### src/sv/cfd_pkg.sv
// ----------------------------------------------------------------------------
// cfd_pkg
// shared types, constants and the crc-32 byte step for the frame deframer
// ----------------------------------------------------------------------------
package cfd_pkg;

    localparam int          C_MEM_DEPTH = 64;
    localparam int          C_AW        = 6;

    // byte offsets inside a frame candidate
    localparam logic [6:0]  C_TYPE_POS  = 7'd4;
    localparam logic [6:0]  C_LEN_POS   = 7'd5;
    localparam logic [6:0]  C_HDR_BYTES = 7'd9;
    localparam logic [6:0]  C_OVERHEAD  = 7'd13;
    localparam logic [6:0]  C_KEEP      = 7'd3;

    // configuration register indexes
    localparam logic        C_REG_MAGIC = 1'b0;
    localparam logic        C_REG_MAXPL = 1'b1;

    // result kinds
    localparam logic [1:0]  C_KIND_STATUS = 2'd0;
    localparam logic [1:0]  C_KIND_DATA   = 2'd1;
    localparam logic [1:0]  C_KIND_EMPTY  = 2'd2;

    localparam logic [31:0] C_CRC_INIT  = 32'hFFFF_FFFF;
    localparam logic [31:0] C_CRC_POLY  = 32'hEDB8_8320;

    typedef enum logic [4:0] {
        S_IDLE, S_SCAN_INIT, S_S_RD, S_S_USE, S_HDR, S_L_RD, S_L_USE, S_LCHK,
        S_C_RD, S_C_USE, S_T_RD, S_T_USE, S_TCHK, S_E_RD, S_E_USE, S_EMPTY,
        S_DONE, S_STATUS
    } t_state;

    typedef enum logic [1:0] {D_START, D_KEEP3, D_ONE, D_FRAME} t_drop;

    typedef enum logic [2:0] {P_HOLD, P_ZERO, P_LEN, P_TYPE, P_PAYLOAD, P_INC} t_posop;

    typedef enum logic [1:0] {LD_NONE, LD_DATA, LD_EMPTY, LD_STATUS} t_ld;

    typedef struct packed {
        logic    push;
        logic    clear;
        logic    rd;
        logic    shift_win;
        logic    crc_init;
        logic    crc_upd;
        logic    cap_len;
        logic    drop;
        t_drop   drop_sel;
        logic    bump;
        t_posop  posop;
        t_ld     ld;
    } t_cmd;

    typedef struct packed {
        logic pos_eq_fill;
        logic match;
        logic fill_gt3;
        logic start_nz;
        logic fill_lt_hdr;
        logic bad_len;
        logic fill_lt_total;
        logic pos_eq_hdr;
        logic pos_eq_crc_end;
        logic pos_eq_trl_end;
        logic crc_ok;
        logic plen_zero;
        logic out_busy;
    } t_status;

    // reflected crc-32 over one byte, one bit per step
    function automatic logic [31:0] crc_byte(input logic [31:0] crc, input logic [7:0] b);
        logic [31:0] c;
        c = crc ^ {24'd0, b};
        for (int k = 0; k < 8; k++) begin
            c = c[0] ? ((c >> 1) ^ C_CRC_POLY) : (c >> 1);
        end
        return c;
    endfunction

endpackage

### src/sv/cfd_in_if.sv
// ----------------------------------------------------------------------------
// cfd_in_if
// input channel: command and received byte with valid/ready
// ----------------------------------------------------------------------------
interface cfd_in_if;
    logic       valid;
    logic       ready;
    logic       cmd;
    logic [7:0] in_byte;

    modport source (output valid, cmd, in_byte, input ready);
    modport sink   (input valid, cmd, in_byte, output ready);
endinterface

### src/sv/cfd_out_if.sv
// ----------------------------------------------------------------------------
// cfd_out_if
// result channel: frame bytes and status with valid/ready
// ----------------------------------------------------------------------------
interface cfd_out_if;
    logic        valid;
    logic        ready;
    logic [1:0]  kind;
    logic [7:0]  frame_type;
    logic [5:0]  payload_len;
    logic [7:0]  data_byte;
    logic        frame_end;
    logic [15:0] resync_count;
    logic        last;

    modport source (output valid, kind, frame_type, payload_len, data_byte, frame_end,
                    resync_count, last, input ready);
    modport sink   (input valid, kind, frame_type, payload_len, data_byte, frame_end,
                    resync_count, last, output ready);
endinterface

### src/sv/cfd_ctrl.sv
// ----------------------------------------------------------------------------
// cfd_ctrl
// sequencer for push, magic scan, length check, crc check and frame delivery
// ----------------------------------------------------------------------------
module cfd_ctrl (
    input  logic             i_clk,
    input  logic             i_rst_n,
    input  logic             i_in_valid,
    input  logic             i_in_cmd,
    output logic             o_in_ready,
    input  cfd_pkg::t_status i_st,
    output cfd_pkg::t_cmd    o_cmd
);

    cfd_pkg::t_state r_state;
    cfd_pkg::t_state n_state;

    always_ff @(posedge i_clk) begin
        if (!i_rst_n) begin
            r_state <= cfd_pkg::S_IDLE;
        end else begin
            r_state <= n_state;
        end
    end

    always_comb begin
        n_state          = r_state;
        o_in_ready       = 1'b0;
        o_cmd            = '0;
        o_cmd.drop_sel   = cfd_pkg::D_ONE;
        o_cmd.posop      = cfd_pkg::P_HOLD;
        o_cmd.ld         = cfd_pkg::LD_NONE;
        case (r_state)
            cfd_pkg::S_IDLE: begin
                o_in_ready = 1'b1;
                if (i_in_valid) begin
                    if (i_in_cmd) begin
                        o_cmd.clear = 1'b1;
                        n_state     = cfd_pkg::S_STATUS;
                    end else begin
                        o_cmd.push = 1'b1;
                        n_state    = cfd_pkg::S_SCAN_INIT;
                    end
                end
            end
            cfd_pkg::S_SCAN_INIT: begin
                o_cmd.posop = cfd_pkg::P_ZERO;
                n_state     = cfd_pkg::S_S_RD;
            end
            cfd_pkg::S_S_RD: begin
                if (i_st.pos_eq_fill) begin
                    if (i_st.fill_gt3) begin
                        o_cmd.drop     = 1'b1;
                        o_cmd.drop_sel = cfd_pkg::D_KEEP3;
                        o_cmd.bump     = 1'b1;
                    end
                    n_state = cfd_pkg::S_STATUS;
                end else begin
                    o_cmd.rd = 1'b1;
                    n_state  = cfd_pkg::S_S_USE;
                end
            end
            cfd_pkg::S_S_USE: begin
                o_cmd.shift_win = 1'b1;
                if (i_st.match) begin
                    if (i_st.start_nz) begin
                        o_cmd.drop     = 1'b1;
                        o_cmd.drop_sel = cfd_pkg::D_START;
                        o_cmd.bump     = 1'b1;
                    end
                    n_state = cfd_pkg::S_HDR;
                end else begin
                    o_cmd.posop = cfd_pkg::P_INC;
                    n_state     = cfd_pkg::S_S_RD;
                end
            end
            cfd_pkg::S_HDR: begin
                if (i_st.fill_lt_hdr) begin
                    n_state = cfd_pkg::S_STATUS;
                end else begin
                    o_cmd.posop = cfd_pkg::P_LEN;
                    n_state     = cfd_pkg::S_L_RD;
                end
            end
            cfd_pkg::S_L_RD: begin
                if (i_st.pos_eq_hdr) begin
                    n_state = cfd_pkg::S_LCHK;
                end else begin
                    o_cmd.rd = 1'b1;
                    n_state  = cfd_pkg::S_L_USE;
                end
            end
            cfd_pkg::S_L_USE: begin
                o_cmd.shift_win = 1'b1;
                o_cmd.posop     = cfd_pkg::P_INC;
                n_state         = cfd_pkg::S_L_RD;
            end
            cfd_pkg::S_LCHK: begin
                if (i_st.bad_len) begin
                    o_cmd.drop = 1'b1;
                    o_cmd.bump = 1'b1;
                    n_state    = cfd_pkg::S_SCAN_INIT;
                end else if (i_st.fill_lt_total) begin
                    n_state = cfd_pkg::S_STATUS;
                end else begin
                    o_cmd.cap_len  = 1'b1;
                    o_cmd.crc_init = 1'b1;
                    o_cmd.posop    = cfd_pkg::P_TYPE;
                    n_state        = cfd_pkg::S_C_RD;
                end
            end
            cfd_pkg::S_C_RD: begin
                if (i_st.pos_eq_crc_end) begin
                    n_state = cfd_pkg::S_T_RD;
                end else begin
                    o_cmd.rd = 1'b1;
                    n_state  = cfd_pkg::S_C_USE;
                end
            end
            cfd_pkg::S_C_USE: begin
                o_cmd.crc_upd = 1'b1;
                o_cmd.posop   = cfd_pkg::P_INC;
                n_state       = cfd_pkg::S_C_RD;
            end
            cfd_pkg::S_T_RD: begin
                if (i_st.pos_eq_trl_end) begin
                    n_state = cfd_pkg::S_TCHK;
                end else begin
                    o_cmd.rd = 1'b1;
                    n_state  = cfd_pkg::S_T_USE;
                end
            end
            cfd_pkg::S_T_USE: begin
                o_cmd.shift_win = 1'b1;
                o_cmd.posop     = cfd_pkg::P_INC;
                n_state         = cfd_pkg::S_T_RD;
            end
            cfd_pkg::S_TCHK: begin
                if (!i_st.crc_ok) begin
                    o_cmd.drop = 1'b1;
                    o_cmd.bump = 1'b1;
                    n_state    = cfd_pkg::S_SCAN_INIT;
                end else if (i_st.plen_zero) begin
                    n_state = cfd_pkg::S_EMPTY;
                end else begin
                    o_cmd.posop = cfd_pkg::P_PAYLOAD;
                    n_state     = cfd_pkg::S_E_RD;
                end
            end
            cfd_pkg::S_E_RD: begin
                if (i_st.pos_eq_crc_end) begin
                    n_state = cfd_pkg::S_DONE;
                end else if (!i_st.out_busy) begin
                    o_cmd.rd = 1'b1;
                    n_state  = cfd_pkg::S_E_USE;
                end
            end
            cfd_pkg::S_E_USE: begin
                o_cmd.ld    = cfd_pkg::LD_DATA;
                o_cmd.posop = cfd_pkg::P_INC;
                n_state     = cfd_pkg::S_E_RD;
            end
            cfd_pkg::S_EMPTY: begin
                if (!i_st.out_busy) begin
                    o_cmd.ld = cfd_pkg::LD_EMPTY;
                    n_state  = cfd_pkg::S_DONE;
                end
            end
            cfd_pkg::S_DONE: begin
                o_cmd.drop     = 1'b1;
                o_cmd.drop_sel = cfd_pkg::D_FRAME;
                n_state        = cfd_pkg::S_STATUS;
            end
            cfd_pkg::S_STATUS: begin
                if (!i_st.out_busy) begin
                    o_cmd.ld = cfd_pkg::LD_STATUS;
                    n_state  = cfd_pkg::S_IDLE;
                end
            end
            default: begin
                n_state = cfd_pkg::S_IDLE;
            end
        endcase
    end

    // a result register load is only ever issued when it is free
    a_ld_free: assert property (@(posedge i_clk) disable iff (!i_rst_n)
        (o_cmd.ld != cfd_pkg::LD_NONE) |-> !i_st.out_busy)
        else $error("result load while result register busy");

    // new input only taken in idle
    a_rdy_idle: assert property (@(posedge i_clk) disable iff (!i_rst_n)
        o_in_ready |-> (r_state == cfd_pkg::S_IDLE))
        else $error("input ready outside idle");

    // the status result always closes a transaction before the next is taken
    a_status_ends: assert property (@(posedge i_clk) disable iff (!i_rst_n)
        (o_cmd.ld == cfd_pkg::LD_STATUS) |=> (r_state == cfd_pkg::S_IDLE))
        else $error("status load did not return to idle");

endmodule

### src/sv/cfd_dp.sv
// ----------------------------------------------------------------------------
// cfd_dp
// byte ring buffer, scan window, crc unit, counters and result register
// ----------------------------------------------------------------------------
module cfd_dp #(
    parameter int BUFFER_BYTES = 64
) (
    input  logic              i_clk,
    input  logic              i_rst_n,
    input  logic              i_cfg_we,
    input  logic              i_cfg_idx,
    input  logic [31:0]       i_cfg_wdata,
    input  logic [7:0]        i_in_byte,
    input  cfd_pkg::t_cmd     i_cmd,
    output cfd_pkg::t_status  o_st,
    input  logic              i_out_ready,
    output logic              o_out_valid,
    output logic [1:0]        o_kind,
    output logic [7:0]        o_frame_type,
    output logic [5:0]        o_payload_len,
    output logic [7:0]        o_data_byte,
    output logic              o_frame_end,
    output logic [15:0]       o_resync_count,
    output logic              o_last
);

    localparam logic [6:0] C_CAP = 7'(BUFFER_BYTES);

    logic [7:0]              r_mem [cfd_pkg::C_MEM_DEPTH];
    logic [7:0]              r_rdata;
    logic [cfd_pkg::C_AW-1:0] r_head;
    logic [6:0]              r_fill;
    logic [6:0]              r_pos;
    logic [15:0]             r_resync;
    logic [31:0]             r_win;
    logic [31:0]             r_crc;
    logic [7:0]              r_type;
    logic [5:0]              r_plen;
    logic [31:0]             r_magic;
    logic [5:0]              r_max_pl;

    logic                    r_ovld;
    logic [1:0]              r_okind;
    logic [7:0]              r_otype;
    logic [5:0]              r_oplen;
    logic [7:0]              r_odata;
    logic                    r_oend;
    logic [15:0]             r_ocount;
    logic                    r_olast;

    logic [31:0]             n_win;
    logic [6:0]              n_drop;
    logic [6:0]              n_crc_end;
    logic [6:0]              n_total;

    assign n_win     = {r_win[23:0], r_rdata};
    assign n_crc_end = cfd_pkg::C_HDR_BYTES + {1'b0, r_plen};
    assign n_total   = cfd_pkg::C_OVERHEAD + {1'b0, r_win[5:0]};

    always_comb begin
        case (i_cmd.drop_sel)
            cfd_pkg::D_START: n_drop = r_pos - cfd_pkg::C_KEEP;
            cfd_pkg::D_KEEP3: n_drop = r_fill - cfd_pkg::C_KEEP;
            cfd_pkg::D_ONE:   n_drop = 7'd1;
            cfd_pkg::D_FRAME: n_drop = n_crc_end + 7'd4;
            default:          n_drop = 7'd1;
        endcase
    end

    always_comb begin
        o_st.pos_eq_fill    = (r_pos == r_fill);
        o_st.match          = (n_win == r_magic) && (r_pos >= cfd_pkg::C_KEEP);
        o_st.fill_gt3       = (r_fill > cfd_pkg::C_KEEP);
        o_st.start_nz       = (r_pos != cfd_pkg::C_KEEP);
        o_st.fill_lt_hdr    = (r_fill < cfd_pkg::C_HDR_BYTES);
        o_st.bad_len        = (r_win > {26'd0, r_max_pl}) || (n_total > C_CAP);
        o_st.fill_lt_total  = (r_fill < n_total);
        o_st.pos_eq_hdr     = (r_pos == cfd_pkg::C_HDR_BYTES);
        o_st.pos_eq_crc_end = (r_pos == n_crc_end);
        o_st.pos_eq_trl_end = (r_pos == n_crc_end + 7'd4);
        o_st.crc_ok         = (~r_crc == r_win);
        o_st.plen_zero      = (r_plen == 6'd0);
        o_st.out_busy       = r_ovld;
    end

    // buffer memory: one write port for pushes, one registered read port
    always_ff @(posedge i_clk) begin
        if (i_cmd.push && (r_fill < C_CAP)) begin
            r_mem[r_head + r_fill[cfd_pkg::C_AW-1:0]] <= i_in_byte;
        end
        if (i_cmd.rd) begin
            r_rdata <= r_mem[r_head + r_pos[cfd_pkg::C_AW-1:0]];
        end
    end

    always_ff @(posedge i_clk) begin
        if (!i_rst_n) begin
            r_head   <= '0;
            r_fill   <= '0;
            r_pos    <= '0;
            r_resync <= '0;
            r_magic  <= '0;
            r_max_pl <= 6'd51;
            r_ovld   <= 1'b0;
        end else begin
            if (i_cfg_we) begin
                case (i_cfg_idx)
                    cfd_pkg::C_REG_MAGIC: r_magic  <= i_cfg_wdata;
                    cfd_pkg::C_REG_MAXPL: r_max_pl <= i_cfg_wdata[5:0];
                    default: ;
                endcase
            end
            if (i_cmd.clear) begin
                r_fill   <= '0;
                r_resync <= '0;
            end else begin
                if (i_cmd.push && (r_fill < C_CAP)) begin
                    r_fill <= r_fill + 7'd1;
                end
                if (i_cmd.drop) begin
                    r_head <= r_head + n_drop[cfd_pkg::C_AW-1:0];
                    r_fill <= (n_drop >= r_fill) ? 7'd0 : (r_fill - n_drop);
                end
                if (i_cmd.bump && (r_resync != 16'hFFFF)) begin
                    r_resync <= r_resync + 16'd1;
                end
            end
            case (i_cmd.posop)
                cfd_pkg::P_ZERO:    r_pos <= '0;
                cfd_pkg::P_LEN:     r_pos <= cfd_pkg::C_LEN_POS;
                cfd_pkg::P_TYPE:    r_pos <= cfd_pkg::C_TYPE_POS;
                cfd_pkg::P_PAYLOAD: r_pos <= cfd_pkg::C_HDR_BYTES;
                cfd_pkg::P_INC:     r_pos <= r_pos + 7'd1;
                default: ;
            endcase
            if (i_cmd.ld != cfd_pkg::LD_NONE) begin
                r_ovld <= 1'b1;
            end else if (i_out_ready) begin
                r_ovld <= 1'b0;
            end
        end
    end

    // scan window, crc and frame fields
    always_ff @(posedge i_clk) begin
        if (i_cmd.shift_win) begin
            r_win <= n_win;
        end
        if (i_cmd.crc_init) begin
            r_crc <= cfd_pkg::C_CRC_INIT;
        end else if (i_cmd.crc_upd) begin
            r_crc <= cfd_pkg::crc_byte(r_crc, r_rdata);
        end
        if (i_cmd.crc_upd && (r_pos == cfd_pkg::C_TYPE_POS)) begin
            r_type <= r_rdata;
        end
        if (i_cmd.cap_len) begin
            r_plen <= r_win[5:0];
        end
        // count is latched with the result so a waiting result holds steady
        case (i_cmd.ld)
            cfd_pkg::LD_DATA: begin
                r_okind  <= cfd_pkg::C_KIND_DATA;
                r_otype  <= r_type;
                r_oplen  <= r_plen;
                r_odata  <= r_rdata;
                r_oend   <= (r_pos + 7'd1 == n_crc_end);
                r_ocount <= r_resync;
                r_olast  <= 1'b0;
            end
            cfd_pkg::LD_EMPTY: begin
                r_okind  <= cfd_pkg::C_KIND_EMPTY;
                r_otype  <= r_type;
                r_oplen  <= 6'd0;
                r_odata  <= 8'd0;
                r_oend   <= 1'b1;
                r_ocount <= r_resync;
                r_olast  <= 1'b0;
            end
            cfd_pkg::LD_STATUS: begin
                r_okind  <= cfd_pkg::C_KIND_STATUS;
                r_otype  <= 8'd0;
                r_oplen  <= 6'd0;
                r_odata  <= 8'd0;
                r_oend   <= 1'b0;
                r_ocount <= r_resync;
                r_olast  <= 1'b1;
            end
            default: ;
        endcase
    end

    assign o_out_valid    = r_ovld;
    assign o_kind         = r_okind;
    assign o_frame_type   = r_otype;
    assign o_payload_len  = r_oplen;
    assign o_data_byte    = r_odata;
    assign o_frame_end    = r_oend;
    assign o_resync_count = r_ocount;
    assign o_last         = r_olast;

    a_fill_cap: assert property (@(posedge i_clk) disable iff (!i_rst_n)
        r_fill <= C_CAP)
        else $error("buffer fill above capacity");

    a_resync_sat: assert property (@(posedge i_clk) disable iff (!i_rst_n)
        ((r_resync == 16'hFFFF) && !i_cmd.clear) |=> (r_resync == 16'hFFFF))
        else $error("resync counter wrapped");

    a_drop_bounded: assert property (@(posedge i_clk) disable iff (!i_rst_n)
        (i_cmd.drop && (i_cmd.drop_sel == cfd_pkg::D_FRAME)) |-> (n_drop <= r_fill))
        else $error("frame drop beyond buffered bytes");

endmodule

### src/sv/crc32_frame_resync_decoder.sv
// ----------------------------------------------------------------------------
// crc32_frame_resync_decoder
// magic / length / crc-32 frame deframer with resynchronization
// ----------------------------------------------------------------------------
// usage
//   input channel (i_in_ch): each transaction is a command; cmd 0 pushes
//   in_byte into the frame buffer, cmd 1 clears the buffer and resync count
//   result channel (o_out_ch): zero or more frame results (one per payload
//   byte, or one empty-frame result) and then always one status result
//   with last set; resync_count rides on every result
//   config port: i_cfg_we / i_cfg_idx / i_cfg_wdata, index 0 magic word,
//   index 1 max payload; write only while idle
// timing
//   one transaction at a time; the input is taken again after its status
//   result is loaded into the result register
//   each scan pass reads the buffered bytes one at a time (one memory
//   read port, registered read data), as do crc and payload delivery;
//   a rescan adds one more scan pass
// reset
//   synchronous active-low; buffer empty, count zero, magic 0, max payload 51
// stalls
//   results sit in one output register; the sequencer waits while it is
//   full, so a stalled receiver simply pauses delivery with nothing lost
// ----------------------------------------------------------------------------
module crc32_frame_resync_decoder #(
    parameter int BUFFER_BYTES = 64
) (
    input  logic        i_clk,
    input  logic        i_rst_n,
    input  logic        i_cfg_we,
    input  logic        i_cfg_idx,
    input  logic [31:0] i_cfg_wdata,
    cfd_in_if.sink      i_in_ch,
    cfd_out_if.source   o_out_ch
);

    // command and status between the sequencer and the datapath
    cfd_pkg::t_cmd    w_cmd;
    cfd_pkg::t_status w_st;

    cfd_ctrl u_ctrl (
        .i_clk      (i_clk),
        .i_rst_n    (i_rst_n),
        .i_in_valid (i_in_ch.valid),
        .i_in_cmd   (i_in_ch.cmd),
        .o_in_ready (i_in_ch.ready),
        .i_st       (w_st),
        .o_cmd      (w_cmd)
    );

    // buffer, scan window, crc and result register
    cfd_dp #(
        .BUFFER_BYTES (BUFFER_BYTES)
    ) u_dp (
        .i_clk          (i_clk),
        .i_rst_n        (i_rst_n),
        .i_cfg_we       (i_cfg_we),
        .i_cfg_idx      (i_cfg_idx),
        .i_cfg_wdata    (i_cfg_wdata),
        .i_in_byte      (i_in_ch.in_byte),
        .i_cmd          (w_cmd),
        .o_st           (w_st),
        .i_out_ready    (o_out_ch.ready),
        .o_out_valid    (o_out_ch.valid),
        .o_kind         (o_out_ch.kind),
        .o_frame_type   (o_out_ch.frame_type),
        .o_payload_len  (o_out_ch.payload_len),
        .o_data_byte    (o_out_ch.data_byte),
        .o_frame_end    (o_out_ch.frame_end),
        .o_resync_count (o_out_ch.resync_count),
        .o_last         (o_out_ch.last)
    );

endmodule
### src/flat_wrapper.sv
// flat-port wrapper written by rule: the top's interface ports become plain ports
module crc32_frame_resync_decoder_flat 
#(
    parameter int BUFFER_BYTES = 64
)
  (i_clk, i_rst_n, i_cfg_we, i_cfg_idx, i_cfg_wdata, i_in_ch_valid, i_in_ch_cmd, i_in_ch_in_byte, i_in_ch_ready, o_out_ch_valid, o_out_ch_kind, o_out_ch_frame_type, o_out_ch_payload_len, o_out_ch_data_byte, o_out_ch_frame_end, o_out_ch_resync_count, o_out_ch_last, o_out_ch_ready);
  cfd_in_if i_in_ch_i ();
  cfd_out_if o_out_ch_i ();
  input  logic i_clk;
  input  logic i_rst_n;
  input  logic i_cfg_we;
  input  logic i_cfg_idx;
  input  logic [31:0] i_cfg_wdata;
  input wire logic [$bits(i_in_ch_i.valid)-1:0] i_in_ch_valid;
  input wire logic [$bits(i_in_ch_i.cmd)-1:0] i_in_ch_cmd;
  input wire logic [$bits(i_in_ch_i.in_byte)-1:0] i_in_ch_in_byte;
  output wire logic [$bits(i_in_ch_i.ready)-1:0] i_in_ch_ready;
  output wire logic [$bits(o_out_ch_i.valid)-1:0] o_out_ch_valid;
  output wire logic [$bits(o_out_ch_i.kind)-1:0] o_out_ch_kind;
  output wire logic [$bits(o_out_ch_i.frame_type)-1:0] o_out_ch_frame_type;
  output wire logic [$bits(o_out_ch_i.payload_len)-1:0] o_out_ch_payload_len;
  output wire logic [$bits(o_out_ch_i.data_byte)-1:0] o_out_ch_data_byte;
  output wire logic [$bits(o_out_ch_i.frame_end)-1:0] o_out_ch_frame_end;
  output wire logic [$bits(o_out_ch_i.resync_count)-1:0] o_out_ch_resync_count;
  output wire logic [$bits(o_out_ch_i.last)-1:0] o_out_ch_last;
  input wire logic [$bits(o_out_ch_i.ready)-1:0] o_out_ch_ready;
  assign i_in_ch_i.valid = i_in_ch_valid;
  assign i_in_ch_i.cmd = i_in_ch_cmd;
  assign i_in_ch_i.in_byte = i_in_ch_in_byte;
  assign i_in_ch_ready = i_in_ch_i.ready;
  assign o_out_ch_valid = o_out_ch_i.valid;
  assign o_out_ch_kind = o_out_ch_i.kind;
  assign o_out_ch_frame_type = o_out_ch_i.frame_type;
  assign o_out_ch_payload_len = o_out_ch_i.payload_len;
  assign o_out_ch_data_byte = o_out_ch_i.data_byte;
  assign o_out_ch_frame_end = o_out_ch_i.frame_end;
  assign o_out_ch_resync_count = o_out_ch_i.resync_count;
  assign o_out_ch_last = o_out_ch_i.last;
  assign o_out_ch_i.ready = o_out_ch_ready;
  crc32_frame_resync_decoder #(.BUFFER_BYTES(BUFFER_BYTES)) u_core (.i_clk(i_clk), .i_rst_n(i_rst_n), .i_cfg_we(i_cfg_we), .i_cfg_idx(i_cfg_idx), .i_cfg_wdata(i_cfg_wdata), .i_in_ch(i_in_ch_i), .o_out_ch(o_out_ch_i));
endmodule
### config.mk
export PLATFORM = sky130hd
export DESIGN_NAME = crc32_frame_resync_decoder_flat
export DESIGN_NICKNAME = d
export VERILOG_FILES = /design/src/sv/cfd_pkg.sv /design/src/sv/cfd_in_if.sv /design/src/sv/cfd_out_if.sv /design/src/sv/cfd_ctrl.sv /design/src/sv/cfd_dp.sv /design/src/sv/crc32_frame_resync_decoder.sv /design/src/flat_wrapper.sv
export SDC_FILE = /design/constraint.sdc
export NUM_CORES = 1
export LEC_CHECK = 0
export ABC_CLOCK_PERIOD_IN_PS = 13780
export BUFFER_PORTS_ARGS = -buffer_cell sky130_fd_sc_hd__buf_4
export CAP_MARGIN = 20
export CORE_ASPECT_RATIO = 1.25
export CORE_MARGIN = 3
export CORE_UTILIZATION = 40
export DETAILED_ROUTE_END_ITERATION = 16
export MAX_ROUTING_LAYER = met4
export PLACE_DENSITY = 0.66
export SLEW_MARGIN = 20
export SYNTH_ARGS = -nofsm -noshare
export SYNTH_HDL_FRONTEND = slang
export SYNTH_SLANG_ARGS = --single-unit
### constraint.sdc
create_clock -name i_clk -period 13.78 [get_ports i_clk]
set_input_delay 0.689 -clock i_clk [delete_from_list [all_inputs] [get_ports i_clk]]
set_output_delay 0.689 -clock i_clk [all_outputs]
set_load 0.05 [all_outputs]
==> flow_summary.toml <==
[yosys]
synth-seq-cells = 720
ys_seq_area_share_pct = 65.2
ys.flop_type = "edfxtp_1"
syn_area_um2 = 31400
synth_cell_type_count = 70
syn_avg_cell_area_um2 = 15.3
synthArstFlopShare_pct = 0
yosys_warnings = 0
synth_nets = 2155
syn_inst = 2060
synth-edff-count = 608

[job]
drv_cap = 0

[route]
viasPerCell = 5.56
drt-total-wl_um = 74600
dr.first_iter.drc_count = 1297
wl_per_cell_um = 23.1
met1_length_um = 29200
drc = 0
via_count = 18000
firstDrtPassIters = 5
wl_met2_um = 39100
routed.top_layer = "met4"
route.met3.wl_um = 3950
antenna_left = 0

[clock_tree]
cts.sink_count = 720
hold_buffers = 0
clk_latency_ns = 0.63
cts.clk_slew.worst_paths_ns = 0.06
numCtsBuffers = 73
cts-root-buf = "clkbuf_16"
cts_tree = "yes"
ctsHtreeMaxLevel = 3
cts_resized = 0
clockBufferDepth = 3
postCtsSetupBuffers = 0

[floorplan]
rows = 114
die_x_um = 257
die_height_um = 319
dieArea_um2 = 82000
initial_utilization_pct = 40.5
coreArea_um2 = 77600
io_pins = 91

[power_and_ir_drop]
ir_worst_vdd_uv = 81.1
p_leak_nw = 11.6
p_per_area_nw_per_um2 = 143

[sta]
fmax_mhz = 210
finalSetupViolations = 0
skew_ns = 0.0308
worstMarginPinSlew_ns = 1.00
fin_crit_sh_pct = 34.5
rsz0062_at_grt = "false"
drv_slew = 0
final-hold-violation-count = 0
relSlewSlack_pct = 33.1
min_period_ns = 4.76
setup-tns-final_ns = 0

[place]
hpwl_um = 49900
gp_congestion = 0.918
io_buffer_count = 90

[finish]
layout.nets = 2230
drive_gt1_share_pct = 18.1
multi_input_comb_area_um2 = 10500
utilization_pct = 45.7
ff_latch_area_um2 = 20500
fillers = 6776
final_cell_mix = "608 x edfxtp_1, 172 x nand2_1, 160 x mux4_2"
layout_commonest_cell = "edfxtp_1"
diodes = 0
area_growth_pct = 12.9

[critical_path]
worstSetupEndpointType = "flop"
arrival_ns = 5.08
path_delay_family = "adder cells"
worstPathMaxFanout = 41
critical_path_class = "reg -> reg"
cp.required_ns = 14.10
cp_num_buf_inv = 1
crit_slowest_cell = "fa_4"
cp-start-kind = "flop"
path_cells = "ha_4 > fa_4 > buf_4 > mux4_2 > mux4_2 > nor2b_1 > a211oi_1 > a21oi_1"
crit_top_cell = "mux4_2"
cpPeakStageDelay_ns = 1.22

[grt]
antenna_found_initial = 0
grt.overflow.total = 0
grt_pass1_vias = 18400
grt_usage_pct = 18.7
grt_max_degree = 65
grt_pass1_wl_um = 114000

[run_status]
outcome = "finished clean"

[min_path]
hold_path.class = "in -> reg"
[worst register-to-register path: cells and delay by family (launching register included)]
family                   cells  cell delay [ns]
AND/OR/NAND/NOR              1             0.21
multiplexers                 2             0.99
buffers and inverters        1             0.68
flip-flops                   1             0.48
adder cells (fa/ha/maj)      2             1.48
AO/OA/AOI/OAI                2             0.63
[per-layer routing]
metal | vias to the layer above | track usage, %
li1 | 8078 | -
met1 | 9161 | 22.2
met2 | 607 | 32.4
met3 | 131 | 2.82
met4 | 0 | 6.60
met5 | - | -
[logic make-up after synthesis]
family	share of synthesized area, %
xor+xnor	5.81
simple gates	7.92
compound gates	5.04
flops	65.2
fa+ha+maj	2.01
buf+inv	1.83
mux	12.2
[cell usage after synthesis, types with 4 or more instances]
cell	n	area share [%]
o211ai_1	44	1.1
nand3_1	45	0.72
edfxtp_1	608	58
o22ai_1	8	0.16
clkbuf_1	76	0.91
mux2i_1	20	0.64
nor3b_1	5	0.12
and3_1	8	0.16
or4_1	9	0.21
nor3_1	23	0.37
nand3b_1	4	0.096
nand2b_1	15	0.30
nor2b_1	26	0.52
mux4_2	160	11
buf_1	6	0.072
a211oi_1	12	0.29
a31oi_1	7	0.14
ha_1	44	1.8
xnor2_1	92	2.6
nand2_1	173	2.1
o21a_1	5	0.12
buf_2	22	0.35
o21bai_1	4	0.096
inv_1	35	0.42
o21ai_0	22	0.35
nand4_1	24	0.48
dfxtp_1	112	7.1
or3_1	12	0.24
and2_1	12	0.24
nor4_1	24	0.48
nor2_1	124	1.5
fa_1	4	0.25
o41ai_1	4	0.11
a21oi_1	94	1.5
xor2_1	107	3.0
a21o_1	9	0.21
o31ai_1	6	0.14
[layout make-up]
| class | count | share of cell area [%] |
|---|---|---|
| clock inverter | 40 | 0.938 |
| tap | 1044 | 3.68 |
| clock buffer | 92 | 5.52 |
| multi-input combinational | 1198 | 29.5 |
| timing repair buffer | 106 | 2.24 |
| inverter | 36 | 0.381 |
| sequential | 720 | 57.7 |
[sequential cells by signal, indices dropped and copies added, names as in the netlist, 8 cells and up]
name	cells
u_core.u_dp.o_resync_count	16
u_core.u_dp.r_mem	512
u_core.u_dp.r_magic	32
u_core.u_dp.r_win	32
u_core.u_dp.r_rdata	8
u_core.u_dp.o_frame_type	8
u_core.u_dp.r_type	8
u_core.u_dp.o_data_byte	8
u_core.u_dp.r_crc	32
u_core.u_dp.r_resync	16
[final timing paths]
check / startpoint / to / slack [ns] / cells past startpoint
setup / recovery: u_core.u_dp.r_pos[0]$_SDFFE_PN0P_ / u_core.u_dp.r_rdata[5]$_DFFE_PP_ / 9.02 / 8
hold / removal: i_cfg_wdata[0] / u_core.u_dp.r_max_pl[0]$_SDFFE_PN1P_ / 0.29 / 3
setup reg to reg: u_core.u_dp.r_pos[0]$_SDFFE_PN0P_ / u_core.u_dp.r_rdata[5]$_DFFE_PP_ / 9.02 / 8
hold reg to reg: u_core.u_dp.r_resync[12]$_SDFFE_PP0P_ / u_core.u_dp.o_resync_count[12]$_DFFE_PP_ / 0.47 / 0
[report_power, final]
| part | internal, mW | switching (mW) | total [mW] |
|---|---|---|---|
| clock | 1.06 | 0.844 | 1.90 |
| combinational | 0.315 | 0.419 | 0.735 |
| sequential | 2.40 | 0.0478 | 2.45 |
[metrics by stage]
| stage | hold slack, ns | total power [mW] | worst slack [ns] | cell area, um2 | std cells |
|---|---|---|---|---|---|
| detailed placement | 0.452 | 3.23 | 9.04 | 33200 | 3104 |
| CTS | 0.256 | 5.14 | 9.03 | 35500 | 3236 |
| global route | 0.284 | 5.27 | 8.89 | 35500 | 3236 |
| floorplan | 0.430 | 3.00 | 9.13 | 31400 | 2060 |
| global placement | 0.450 | 3.22 | 9.05 | 33200 | 3104 |
| finish | 0.292 | 5.09 | 9.02 | 35500 | 3236 |
(Power assumes the default switching activity.)
